## config.mk

```make
export PLATFORM = sky130hd
export DESIGN_NAME = lfu_cache_table_core
export DESIGN_NICKNAME = d
export VERILOG_FILES = /design/src/hw/rtl/lfu_pkg.sv /design/src/hw/rtl/lfu_cache_table_core.sv /design/src/hw/rtl/lfu_entry_ram.sv /design/src/hw/rtl/lfu_meta_regs.sv /design/src/hw/rtl/lfu_scan_unit.sv
export SDC_FILE = /design/constraint.sdc
export NUM_CORES = 2
export LEC_CHECK = 0
export BUFFER_PORTS_ARGS = -buffer_cell sky130_fd_sc_hd__buf_2
export CAP_MARGIN = 25
export CORE_UTILIZATION = 30
export CTS_CLUSTER_DIAMETER = 80
export DETAILED_ROUTE_END_ITERATION = 7
export PLACE_DENSITY_LB_ADDON = 0.3
export SLEW_MARGIN = 20
export SYNTH_ARGS = -nofsm -noshare
export SYNTH_HDL_FRONTEND = slang
export SYNTH_SLANG_ARGS = --single-unit
```

## constraint.sdc

```tcl
create_clock -name i_clk -period 7.25 [get_ports i_clk]
set_input_delay 0.3625 -clock i_clk [delete_from_list [all_inputs] [get_ports i_clk]]
set_output_delay 0.3625 -clock i_clk [all_outputs]
set_load 0.005 [all_outputs]
```

## src/hw/rtl/lfu_pkg.sv

```systemverilog
// Shared types and constants for the LFU cache table.
// No dependencies; imported by every module of the block but lfu_entry_ram.
`timescale 1ns / 1ps

package lfu_pkg;

    // Configuration register width and reset value
    localparam int unsigned CFG_W = 5;
    localparam logic [CFG_W-1:0] CAP_RESET = 5'd16;

    // Use counter width and its saturation value
    localparam int unsigned CNT_W = 16;
    localparam logic [CNT_W-1:0] CNT_MAX = 16'hFFFF;
    localparam logic [CNT_W-1:0] CNT_ONE = 16'd1;

    // Operation codes carried on tuser
    localparam logic CMD_GET = 1'b0;
    localparam logic CMD_PUT = 1'b1;

    // Sequencer states
    typedef enum logic [1:0] {
        ST_IDLE,
        ST_SCAN,
        ST_UPDATE
    } t_state;

    // Update command for the per-entry metadata lanes
    typedef struct packed {
        logic en;         // apply an update this cycle
        logic age_all;    // age every valid entry (fresh insert into a free slot)
        logic cnt_reset;  // slot count restarts at one instead of bumping
    } t_meta_op;

    // Flags gathered by the scan
    typedef struct packed {
        logic found;        // key present
        logic have_victim;  // at least one valid entry seen
        logic have_free;    // at least one empty slot seen
    } t_scan_res;

endpackage

```

## src/hw/rtl/lfu_cache_table_core.sv

```systemverilog
// LFU cache table top level: sequencer, config register and output register.
// Depends on lfu_pkg, lfu_entry_ram, lfu_meta_regs, lfu_scan_unit.
//
// Channel   Dir  Accept on                   Payload
// s_axis    in   tvalid & tready             tuser: cmd; tdata: lookup_key, store_value
// m_axis    out  tvalid & tready             tuser: hit, evicted; tdata: read_value, evicted_key
// cfg       in   i_cfg_we                    cap_in_use (5 bits)
//
// An item passes through the idle state that accepts it, a registered key/value memory
// read, a compare of every entry in turn (one entry per cycle) and an update state, so
// no new item is taken before the last is through. tready is high only in the idle state.
// The update waits while the output register still holds an untaken result.
// Reset (synchronous, active low) clears valid bits, sets cap_in_use to 16; no sweep.
`timescale 1ns / 1ps

module lfu_cache_table_core #(
    parameter int unsigned CAPACITY    = 16,
    parameter int unsigned KEY_WIDTH   = 32,
    parameter int unsigned VALUE_WIDTH = 32,
    localparam int unsigned IN_W  = ((KEY_WIDTH + VALUE_WIDTH + 7) / 8) * 8,
    localparam int unsigned OUT_W = ((VALUE_WIDTH + KEY_WIDTH + 7) / 8) * 8
) (
    input  logic             i_clk,
    input  logic             i_rst_n,
    // input items
    input  logic             i_s_axis_tvalid,
    output logic             o_s_axis_tready,
    input  logic [IN_W-1:0]  i_s_axis_tdata,   // lookup_key, store_value
    input  logic             i_s_axis_tuser,   // cmd
    // result items
    output logic             o_m_axis_tvalid,
    input  logic             i_m_axis_tready,
    output logic [OUT_W-1:0] o_m_axis_tdata,   // read_value, evicted_key
    output logic [1:0]       o_m_axis_tuser,   // hit, evicted
    // configuration
    input  logic             i_cfg_we,
    input  logic [lfu_pkg::CFG_W-1:0] i_cfg_wdata
);

    import lfu_pkg::*;

    localparam int unsigned IDX_W = (CAPACITY > 1) ? $clog2(CAPACITY) : 1;
    localparam int unsigned OCC_W = $clog2(CAPACITY + 1);
    localparam int unsigned CMP_W = (OCC_W > CFG_W) ? OCC_W : CFG_W;
    localparam int unsigned DW    = KEY_WIDTH + VALUE_WIDTH;
    localparam logic [IDX_W-1:0] LAST_IDX = IDX_W'(CAPACITY - 1);

    t_state n_state, r_state;

    logic [CFG_W-1:0]       r_cap;
    logic                   r_cmd;
    logic [KEY_WIDTH-1:0]   r_key;
    logic [VALUE_WIDTH-1:0] r_val;

    logic [IDX_W-1:0] r_ptr;
    logic             r_issue;
    logic             r_chk_vld;
    logic [IDX_W-1:0] r_chk_idx;

    logic                   r_out_valid;
    logic                   r_out_hit;
    logic                   r_out_ev;
    logic [VALUE_WIDTH-1:0] r_out_val;
    logic [KEY_WIDTH-1:0]   r_out_evk;

    logic in_fire, upd_fire, scan_done;

    logic [DW-1:0]          ram_rdata;
    logic                   ram_we;
    logic [IDX_W-1:0]       slot;
    logic [IDX_W-1:0]       pivot;
    t_meta_op               meta_op;

    logic                   md_valid;
    logic [CNT_W-1:0]       md_count;
    logic [IDX_W-1:0]       md_rank;

    t_scan_res              sres;
    logic [IDX_W-1:0]       found_idx, found_rank, victim_idx, victim_rank, free_idx;
    logic [VALUE_WIDTH-1:0] found_val;
    logic [KEY_WIDTH-1:0]   victim_key;
    logic [OCC_W-1:0]       used;

    logic [CMP_W-1:0]       cap_ext, cap_eff;
    logic                   is_put, cap_zero, full, do_evict;
    logic                   res_ev;
    logic [VALUE_WIDTH-1:0] res_val;
    logic [KEY_WIDTH-1:0]   res_evk;

    // Handshake events
    assign in_fire   = i_s_axis_tvalid && o_s_axis_tready;
    assign upd_fire  = (r_state == ST_UPDATE) && (!r_out_valid || i_m_axis_tready);
    assign scan_done = r_chk_vld && (r_chk_idx == LAST_IDX);

    // Next state
    always_comb begin
        n_state = r_state;
        case (r_state)
            ST_IDLE:   if (in_fire)   n_state = ST_SCAN;
            ST_SCAN:   if (scan_done) n_state = ST_UPDATE;
            ST_UPDATE: if (upd_fire)  n_state = ST_IDLE;
            default:   n_state = ST_IDLE;
        endcase
    end

    // State-decoded outputs
    always_comb begin
        o_s_axis_tready = 1'b0;
        case (r_state)
            ST_IDLE:   o_s_axis_tready = 1'b1;
            ST_SCAN:   o_s_axis_tready = 1'b0;
            ST_UPDATE: o_s_axis_tready = 1'b0;
            default:   o_s_axis_tready = 1'b0;
        endcase
    end

    // Control registers
    always_ff @(posedge i_clk) begin
        if (!i_rst_n) begin
            r_state     <= ST_IDLE;
            r_cap       <= CAP_RESET;
            r_issue     <= 1'b0;
            r_chk_vld   <= 1'b0;
            r_out_valid <= 1'b0;
        end else begin
            r_state <= n_state;
            if (i_cfg_we) begin
                r_cap <= i_cfg_wdata;
            end
            // scan address sequencer
            if (in_fire) begin
                r_issue <= 1'b1;
            end else if (r_issue && (r_ptr == LAST_IDX)) begin
                r_issue <= 1'b0;
            end
            r_chk_vld <= r_issue;
            // output register
            if (upd_fire) begin
                r_out_valid <= 1'b1;
            end else if (i_m_axis_tready) begin
                r_out_valid <= 1'b0;
            end
        end
    end

    // Payload registers
    always_ff @(posedge i_clk) begin
        if (in_fire) begin
            r_cmd <= i_s_axis_tuser;
            r_key <= i_s_axis_tdata[0 +: KEY_WIDTH];
            r_val <= i_s_axis_tdata[KEY_WIDTH +: VALUE_WIDTH];
            r_ptr <= '0;
        end else if (r_issue) begin
            r_ptr <= r_ptr + IDX_W'(1);
        end
        r_chk_idx <= r_ptr;
        if (upd_fire) begin
            r_out_hit <= sres.found;
            r_out_ev  <= res_ev;
            r_out_val <= res_val;
            r_out_evk <= res_evk;
        end
    end

    // Key/value memory: word holds value above key
    lfu_entry_ram #(
        .DEPTH (CAPACITY),
        .AW    (IDX_W),
        .DW    (DW)
    ) u_ram (
        .i_clk   (i_clk),
        .i_we    (ram_we),
        .i_waddr (slot),
        .i_wdata ({r_val, r_key}),
        .i_raddr (r_ptr),
        .o_rdata (ram_rdata)
    );

    lfu_meta_regs #(
        .CAPACITY (CAPACITY),
        .IDX_W    (IDX_W)
    ) u_meta (
        .i_clk      (i_clk),
        .i_rst_n    (i_rst_n),
        .i_rd_idx   (r_chk_idx),
        .o_rd_valid (md_valid),
        .o_rd_count (md_count),
        .o_rd_rank  (md_rank),
        .i_op       (meta_op),
        .i_slot     (slot),
        .i_pivot    (pivot)
    );

    lfu_scan_unit #(
        .KEY_WIDTH   (KEY_WIDTH),
        .VALUE_WIDTH (VALUE_WIDTH),
        .IDX_W       (IDX_W),
        .OCC_W       (OCC_W)
    ) u_scan (
        .i_clk         (i_clk),
        .i_clr         (in_fire),
        .i_chk         (r_chk_vld),
        .i_chk_idx     (r_chk_idx),
        .i_valid       (md_valid),
        .i_count       (md_count),
        .i_rank        (md_rank),
        .i_entry_key   (ram_rdata[0 +: KEY_WIDTH]),
        .i_entry_val   (ram_rdata[KEY_WIDTH +: VALUE_WIDTH]),
        .i_key         (r_key),
        .o_res         (sres),
        .o_found_idx   (found_idx),
        .o_found_rank  (found_rank),
        .o_found_val   (found_val),
        .o_victim_idx  (victim_idx),
        .o_victim_rank (victim_rank),
        .o_victim_key  (victim_key),
        .o_free_idx    (free_idx),
        .o_used        (used)
    );

    // Capacity in use, clipped to the storage depth
    assign cap_ext  = CMP_W'(r_cap);
    assign cap_eff  = (cap_ext > CMP_W'(CAPACITY)) ? CMP_W'(CAPACITY) : cap_ext;
    assign is_put   = (r_cmd == CMD_PUT);
    assign cap_zero = (r_cap == '0);
    assign full     = (CMP_W'(used) >= cap_eff);
    assign do_evict = is_put && !cap_zero && !sres.found && full;

    // Update decision: hit touches, eviction reuses the victim slot, else first free slot; zero capacity ignores puts
    always_comb begin
        meta_op = '0;
        ram_we  = 1'b0;
        slot    = found_idx;
        pivot   = found_rank;
        if (sres.found) begin
            if (!is_put || !cap_zero) begin
                meta_op.en = upd_fire;
                ram_we     = upd_fire && is_put;
            end
        end else if (is_put && !cap_zero) begin
            meta_op.en        = upd_fire;
            meta_op.cnt_reset = 1'b1;
            ram_we            = upd_fire;
            if (full) begin
                slot  = victim_idx;
                pivot = victim_rank;
            end else begin
                slot              = free_idx;
                meta_op.age_all   = 1'b1;
            end
        end
    end

    // Result fields
    assign res_ev  = do_evict;
    assign res_val = (sres.found && !is_put) ? found_val : '0;
    assign res_evk = do_evict ? victim_key : '0;

    // Output packing
    always_comb begin
        o_m_axis_tdata = '0;
        o_m_axis_tdata[0 +: VALUE_WIDTH]         = r_out_val;
        o_m_axis_tdata[VALUE_WIDTH +: KEY_WIDTH] = r_out_evk;
    end

    assign o_m_axis_tvalid = r_out_valid;
    assign o_m_axis_tuser  = {r_out_ev, r_out_hit};

endmodule

```

## src/hw/rtl/lfu_entry_ram.sv

```systemverilog
// Key/value storage memory: one write port, one registered read port.
// Depends on nothing; used by lfu_cache_table_core.
`timescale 1ns / 1ps

module lfu_entry_ram #(
    parameter int unsigned DEPTH = 16,
    parameter int unsigned AW    = 4,
    parameter int unsigned DW    = 64
) (
    input  logic          i_clk,
    input  logic          i_we,
    input  logic [AW-1:0] i_waddr,
    input  logic [DW-1:0] i_wdata,
    input  logic [AW-1:0] i_raddr,
    output logic [DW-1:0] o_rdata
);

    logic [DW-1:0] r_mem [DEPTH];
    logic [DW-1:0] r_rdata;

    // Write port
    always_ff @(posedge i_clk) begin
        if (i_we) begin
            r_mem[i_waddr] <= i_wdata;
        end
    end

    // Registered read port
    always_ff @(posedge i_clk) begin
        r_rdata <= r_mem[i_raddr];
    end

    assign o_rdata = r_rdata;

endmodule

```

## src/hw/rtl/lfu_meta_regs.sv

```systemverilog
// Per-entry valid bits, use counts and recency ranks, held in lanes.
// Depends on lfu_pkg; used by lfu_cache_table_core.
`timescale 1ns / 1ps

module lfu_meta_regs #(
    parameter int unsigned CAPACITY = 16,
    parameter int unsigned IDX_W    = 4
) (
    input  logic                   i_clk,
    input  logic                   i_rst_n,
    // scan read port
    input  logic [IDX_W-1:0]       i_rd_idx,
    output logic                   o_rd_valid,
    output logic [lfu_pkg::CNT_W-1:0] o_rd_count,
    output logic [IDX_W-1:0]       o_rd_rank,
    // update port
    input  lfu_pkg::t_meta_op      i_op,
    input  logic [IDX_W-1:0]       i_slot,
    input  logic [IDX_W-1:0]       i_pivot
);

    import lfu_pkg::*;

    logic             r_valid [CAPACITY];
    logic [CNT_W-1:0] r_count [CAPACITY];
    logic [IDX_W-1:0] r_rank  [CAPACITY];

    // Valid bits: cleared at reset, set when a slot is written
    always_ff @(posedge i_clk) begin
        for (int i = 0; i < CAPACITY; i++) begin
            if (!i_rst_n) begin
                r_valid[i] <= 1'b0;
            end else if (i_op.en && (IDX_W'(i) == i_slot)) begin
                r_valid[i] <= 1'b1;
            end
        end
    end

    // Count and rank lanes: the slot becomes most recent, younger entries (all others on a fresh insert) age by one
    always_ff @(posedge i_clk) begin
        for (int i = 0; i < CAPACITY; i++) begin
            if (i_op.en) begin
                if (IDX_W'(i) == i_slot) begin
                    r_rank[i] <= '0;
                    if (i_op.cnt_reset) begin
                        r_count[i] <= CNT_ONE;
                    end else if (r_count[i] != CNT_MAX) begin
                        r_count[i] <= r_count[i] + CNT_ONE;
                    end
                end else if (r_valid[i] && (i_op.age_all || (r_rank[i] < i_pivot))) begin
                    r_rank[i] <= r_rank[i] + IDX_W'(1);
                end
            end
        end
    end

    // Read for the scan unit
    assign o_rd_valid = r_valid[i_rd_idx];
    assign o_rd_count = r_count[i_rd_idx];
    assign o_rd_rank  = r_rank[i_rd_idx];

endmodule

```

## src/hw/rtl/lfu_scan_unit.sv

```systemverilog
// Shared compare unit: one entry per cycle, tracks hit, LFU/LRU victim,
// first free slot and occupancy. Depends on lfu_pkg.
`timescale 1ns / 1ps

module lfu_scan_unit #(
    parameter int unsigned KEY_WIDTH   = 32,
    parameter int unsigned VALUE_WIDTH = 32,
    parameter int unsigned IDX_W       = 4,
    parameter int unsigned OCC_W       = 5
) (
    input  logic                      i_clk,
    input  logic                      i_clr,
    input  logic                      i_chk,
    input  logic [IDX_W-1:0]          i_chk_idx,
    input  logic                      i_valid,
    input  logic [lfu_pkg::CNT_W-1:0] i_count,
    input  logic [IDX_W-1:0]          i_rank,
    input  logic [KEY_WIDTH-1:0]      i_entry_key,
    input  logic [VALUE_WIDTH-1:0]    i_entry_val,
    input  logic [KEY_WIDTH-1:0]      i_key,
    output lfu_pkg::t_scan_res        o_res,
    output logic [IDX_W-1:0]          o_found_idx,
    output logic [IDX_W-1:0]          o_found_rank,
    output logic [VALUE_WIDTH-1:0]    o_found_val,
    output logic [IDX_W-1:0]          o_victim_idx,
    output logic [IDX_W-1:0]          o_victim_rank,
    output logic [KEY_WIDTH-1:0]      o_victim_key,
    output logic [IDX_W-1:0]          o_free_idx,
    output logic [OCC_W-1:0]          o_used
);

    import lfu_pkg::*;

    t_scan_res        r_res;
    logic [IDX_W-1:0] r_found_idx;
    logic [IDX_W-1:0] r_found_rank;
    logic [VALUE_WIDTH-1:0] r_found_val;
    logic [IDX_W-1:0] r_victim_idx;
    logic [IDX_W-1:0] r_victim_rank;
    logic [CNT_W-1:0] r_victim_cnt;
    logic [KEY_WIDTH-1:0] r_victim_key;
    logic [IDX_W-1:0] r_free_idx;
    logic [OCC_W-1:0] r_used;

    logic take_victim;

    // Smaller count wins; on equal count the older (higher rank) entry wins
    assign take_victim = !r_res.have_victim || (i_count < r_victim_cnt) ||
                         ((i_count == r_victim_cnt) && (i_rank > r_victim_rank));

    // Accumulators
    always_ff @(posedge i_clk) begin
        if (i_clr) begin
            r_res  <= '0;
            r_used <= '0;
        end else if (i_chk) begin
            if (i_valid) begin
                r_used <= r_used + OCC_W'(1);
                if (i_entry_key == i_key) begin
                    r_res.found  <= 1'b1;
                    r_found_idx  <= i_chk_idx;
                    r_found_rank <= i_rank;
                    r_found_val  <= i_entry_val;
                end
                if (take_victim) begin
                    r_res.have_victim <= 1'b1;
                    r_victim_idx      <= i_chk_idx;
                    r_victim_rank     <= i_rank;
                    r_victim_cnt      <= i_count;
                    r_victim_key      <= i_entry_key;
                end
            end else if (!r_res.have_free) begin
                r_res.have_free <= 1'b1;
                r_free_idx      <= i_chk_idx;
            end
        end
    end

    assign o_res         = r_res;
    assign o_found_idx   = r_found_idx;
    assign o_found_rank  = r_found_rank;
    assign o_found_val   = r_found_val;
    assign o_victim_idx  = r_victim_idx;
    assign o_victim_rank = r_victim_rank;
    assign o_victim_key  = r_victim_key;
    assign o_free_idx    = r_free_idx;
    assign o_used        = r_used;

endmodule

```

==> impl_metrics.yaml <==
status:
  outcome: "finished, final reports clean"
synth:
  synthSimpleGateAreaFrac: 0.0703
  synthMuxAreaShare: 0.137
  yosysWarningCount: 0
  synth-compound-area-share: 0.0190
  synth_cell_types: 55
  async_flop_share: 0
  ys_seq_area_frac: 0.706
  ys_ff_latch: 1681
  synth_top_family_by_area: "multiplexers"
  synthXorXnorAreaFrac: 0.0368
  syn_inst: 3970
  synth_edf_count: 1590
  avgSynthCellArea_um2: 17.7
  synthFlopType: "edfxtp_1"
  synth_area_um2: 70200
  synth_nets: 4136
  synth_fa_ha_area_frac: 0.0162
timing:
  relSlewSlack: 0.305
  hold_viol: 0
  worst_slew_pin_slew_ns: 1.04
  setup-tns-final_ns: 0
  period_minus_slack_ns: 5.21
  rsz0062_at_grt: "no"
  slew_violations: 0
  finalCritPeriodShare: 0.718
  setup_viol: 0
  finClkSkew_ns: 0.0902
  max_freq_mhz: 192
  fin_ws_ns: 2.04
setup_path:
  crit_path_end: "u_ram.r_mem[3][46]$_DFFE_PP_"
  path_max_fanout: 37
  cp-start-kind: "flip-flop"
  r2r_slack_ns: 2.04
  r2r-end: "u_ram.r_mem[3][46]$_DFFE_PP_"
  cp-end-kind: "flip-flop"
  cp_data_required_time_ns: 7.75
  cp.arrival_ns: 5.71
  cp-startpoint: "cap_ext[4]$_SDFFE_PN1P_"
  worstSetupPathType: "reg -> reg"
  r2r_cells: 10
  timing.rr.start: "cap_ext[4]$_SDFFE_PN1P_"
cells_and_area:
  final_nets: 4444
  utilization: 0.352
  final_common_cell: "edfxtp_1"
  layout-drive-gt1-share: 0.224
  stdcell_area_um2: 81900
  layout_common_cells: "edfxtp_1, mux4_2, nor2_1"
  area_growth_pct: 16.6
die:
  placementRows: 177
  die_height_um: 486
  ios: 143
  coreArea_um2: 233000
  start_util: 0.302
  die_x_um: 486
  die_area_um2: 236000
clocking:
  post-cts-setup-buffers: 0
  clock_latency_ns: 0.84
  cts-root-buf: "clkbuf_16"
  cts_resized: 0
  htreeDepth: 4
  cts_sinks: 1681
  path_clk_slew_ns: 0.07
  clock_path_buffers: 3
  cts_buffers: 175
  cts_tree: "yes"
routing:
  vias: 37000
  wire_per_inst_um: 23.7
  wl_mm: 177
  ant_nets: 0
  drtIter0Drc: 3045
  drc: 0
  firstDrtPassIters: 5
  vias_per_cell: 4.95
placed_design:
  port_buffers: 142
  routabilityCongestion: 0.815
  placed_cell_area_um2: 75200
  hpwl_mm: 110
  place_ws_ns: 2.03
min_path:
  hp-class: "in -> reg"
  hp-start: "i_rst_n"
pwr:
  p_sw_frac: 0.226
  power_frac_clock: 0.418
  p_switching_mw: 4.90
  totalPowerFinal_mw: 21.6
  intPower_mw: 16.7
  powerDensity_nw_per_um2: 264
  vdd_ir_drop_max_mv: 0.214
  leakagePower_nw: 26.2
  combPwrFrac: 0.073
  p_seq_frac: 0.509
global_routing:
  grt_pass1_wl_mm: 260
  grt.total_usage: 0.149
  grt_pass1_vias: 37400
  grt_max_degree: 104
  overflow: 0
  antenna_found_initial: 13
run:
  maxCapViolCount: 0
==> power groups by stage <==
stage	clock (mW)	combinational, mW	sequential [mW]
6_report	9.05	1.58	11.0
5_1_grt	9.62	1.68	11.0
4_1_cts	9.28	1.61	11.0
3_5_place_dp	0	1.57	11.2
3_3_place_gp	0	1.57	11.2
2_1_floorplan	0	1.22	11.0
==> what timing repair did <==
| item | CTS | global route |
|---|---|---|
| hold buffers | 78 | 0 |
| endpoints found under the setup margin | 0 | 0 |
| endpoints found under the hold margin | 72 | 0 |
==> critical path, stage by stage (launching register included) <==
cell,delay [ns]
dfxtp_1,0.44
inv_1,0.14
ha_1,0.36
a21o_1,0.69
o21ai_2,0.16
inv_2,0.22
buf_4,0.42
a221o_1,0.69
nand4_1,0.49
nor2_4,0.87
buf_4,0.38
==> how the worst min path moves through the flow <==
stage                                  endpoint  cells past startpoint
6_report           u_meta.r_valid[11]$_DFFE_PP_                      2
5_1_grt            u_meta.r_valid[11]$_DFFE_PP_                      2
4_1_cts             u_meta.r_valid[9]$_DFFE_PP_                      2
3_5_place_dp   u_scan.o_found_val[23]$_DFFE_PP_                      0
3_3_place_gp   u_scan.o_found_val[23]$_DFFE_PP_                      0
2_1_floorplan              r_chk_idx[1]$_DFF_P_                      0
==> final cells by class <==
class | instances | area [um2]
fill | 21800 | 151000
sequential | 1681 | 49600
multi-input combinational | 2036 | 19800
clock buffer | 249 | 4870
tap | 3043 | 3810
timing repair buffer | 312 | 2550
clock inverter | 79 | 945
inverter | 72 | 273
antenna | 6 | 15.0
==> Yosys cell counts, drive strengths merged (5+ instances only) <==
master,number,area share
o21ai,23,0.0017
a31oi,17,0.0015
mux4,425,0.14
a21o,7,0.00075
inv,72,0.0038
o21a,5,0.00055
nand2,149,0.0080
nor2,424,0.023
nor2b,11,0.00098
xnor2,139,0.017
edfxtp,1590,0.68
and4,14,0.0017
a211oi,20,0.0021
nor3,21,0.0016
a21oi,28,0.0020
a41oi,16,0.0020
nand4,48,0.0044
xor2,156,0.019
nand3,137,0.0098
and3,79,0.0070
dfxtp,91,0.026
o211ai,32,0.0034
or3,14,0.0012
clkbuf,130,0.0070
and2,92,0.0082
buf,51,0.0037
ha,91,0.016
o311ai,16,0.0020
mux2i,6,0.00086
nor4,6,0.00053
or2,35,0.0031
==> registers in the layout, indices dropped and copies added, names as in the netlist, 64 cells and up <==
signal          count
u_ram.r_mem      1024
u_meta.r_count    256
u_ram.o_rdata      64
u_meta.r_rank      64
==> stage by stage <==
stage / std cells / hold slack (ns)
6_report: 7478 / 0.126
5_1_grt: 7474 / 0.0853
4_1_cts: 7469 / 0.0629
3_5_place_dp: 7063 / 0.389
3_3_place_gp: 7062 / 0.386
2_1_floorplan: 3970 / 0.353
==> kinds of logic (layout without fill, tap and decap cells) <==
kind of cell	count (synthesis)	in the layout
AO/OA/AOI/OAI	179	179
XOR/XNOR	295	295
flip-flops	1681	1681
multiplexers	431	431
other	0	6
buffers and inverters	253	712
adder cells (fa/ha/maj)	91	91
AND/OR/NAND/NOR	1040	1040
==> routing by layer <==
layer  vias to the layer above  part of all wire  global-route usage
met3                       247             0.049              0.0263
met5                         -           0.00030                   0
met4                         8             0.021              0.0349
met2                       933              0.48               0.242
li1                      16300                 -                   -
met1                     19500              0.45               0.206
Power figures use the tool's default switching activity.
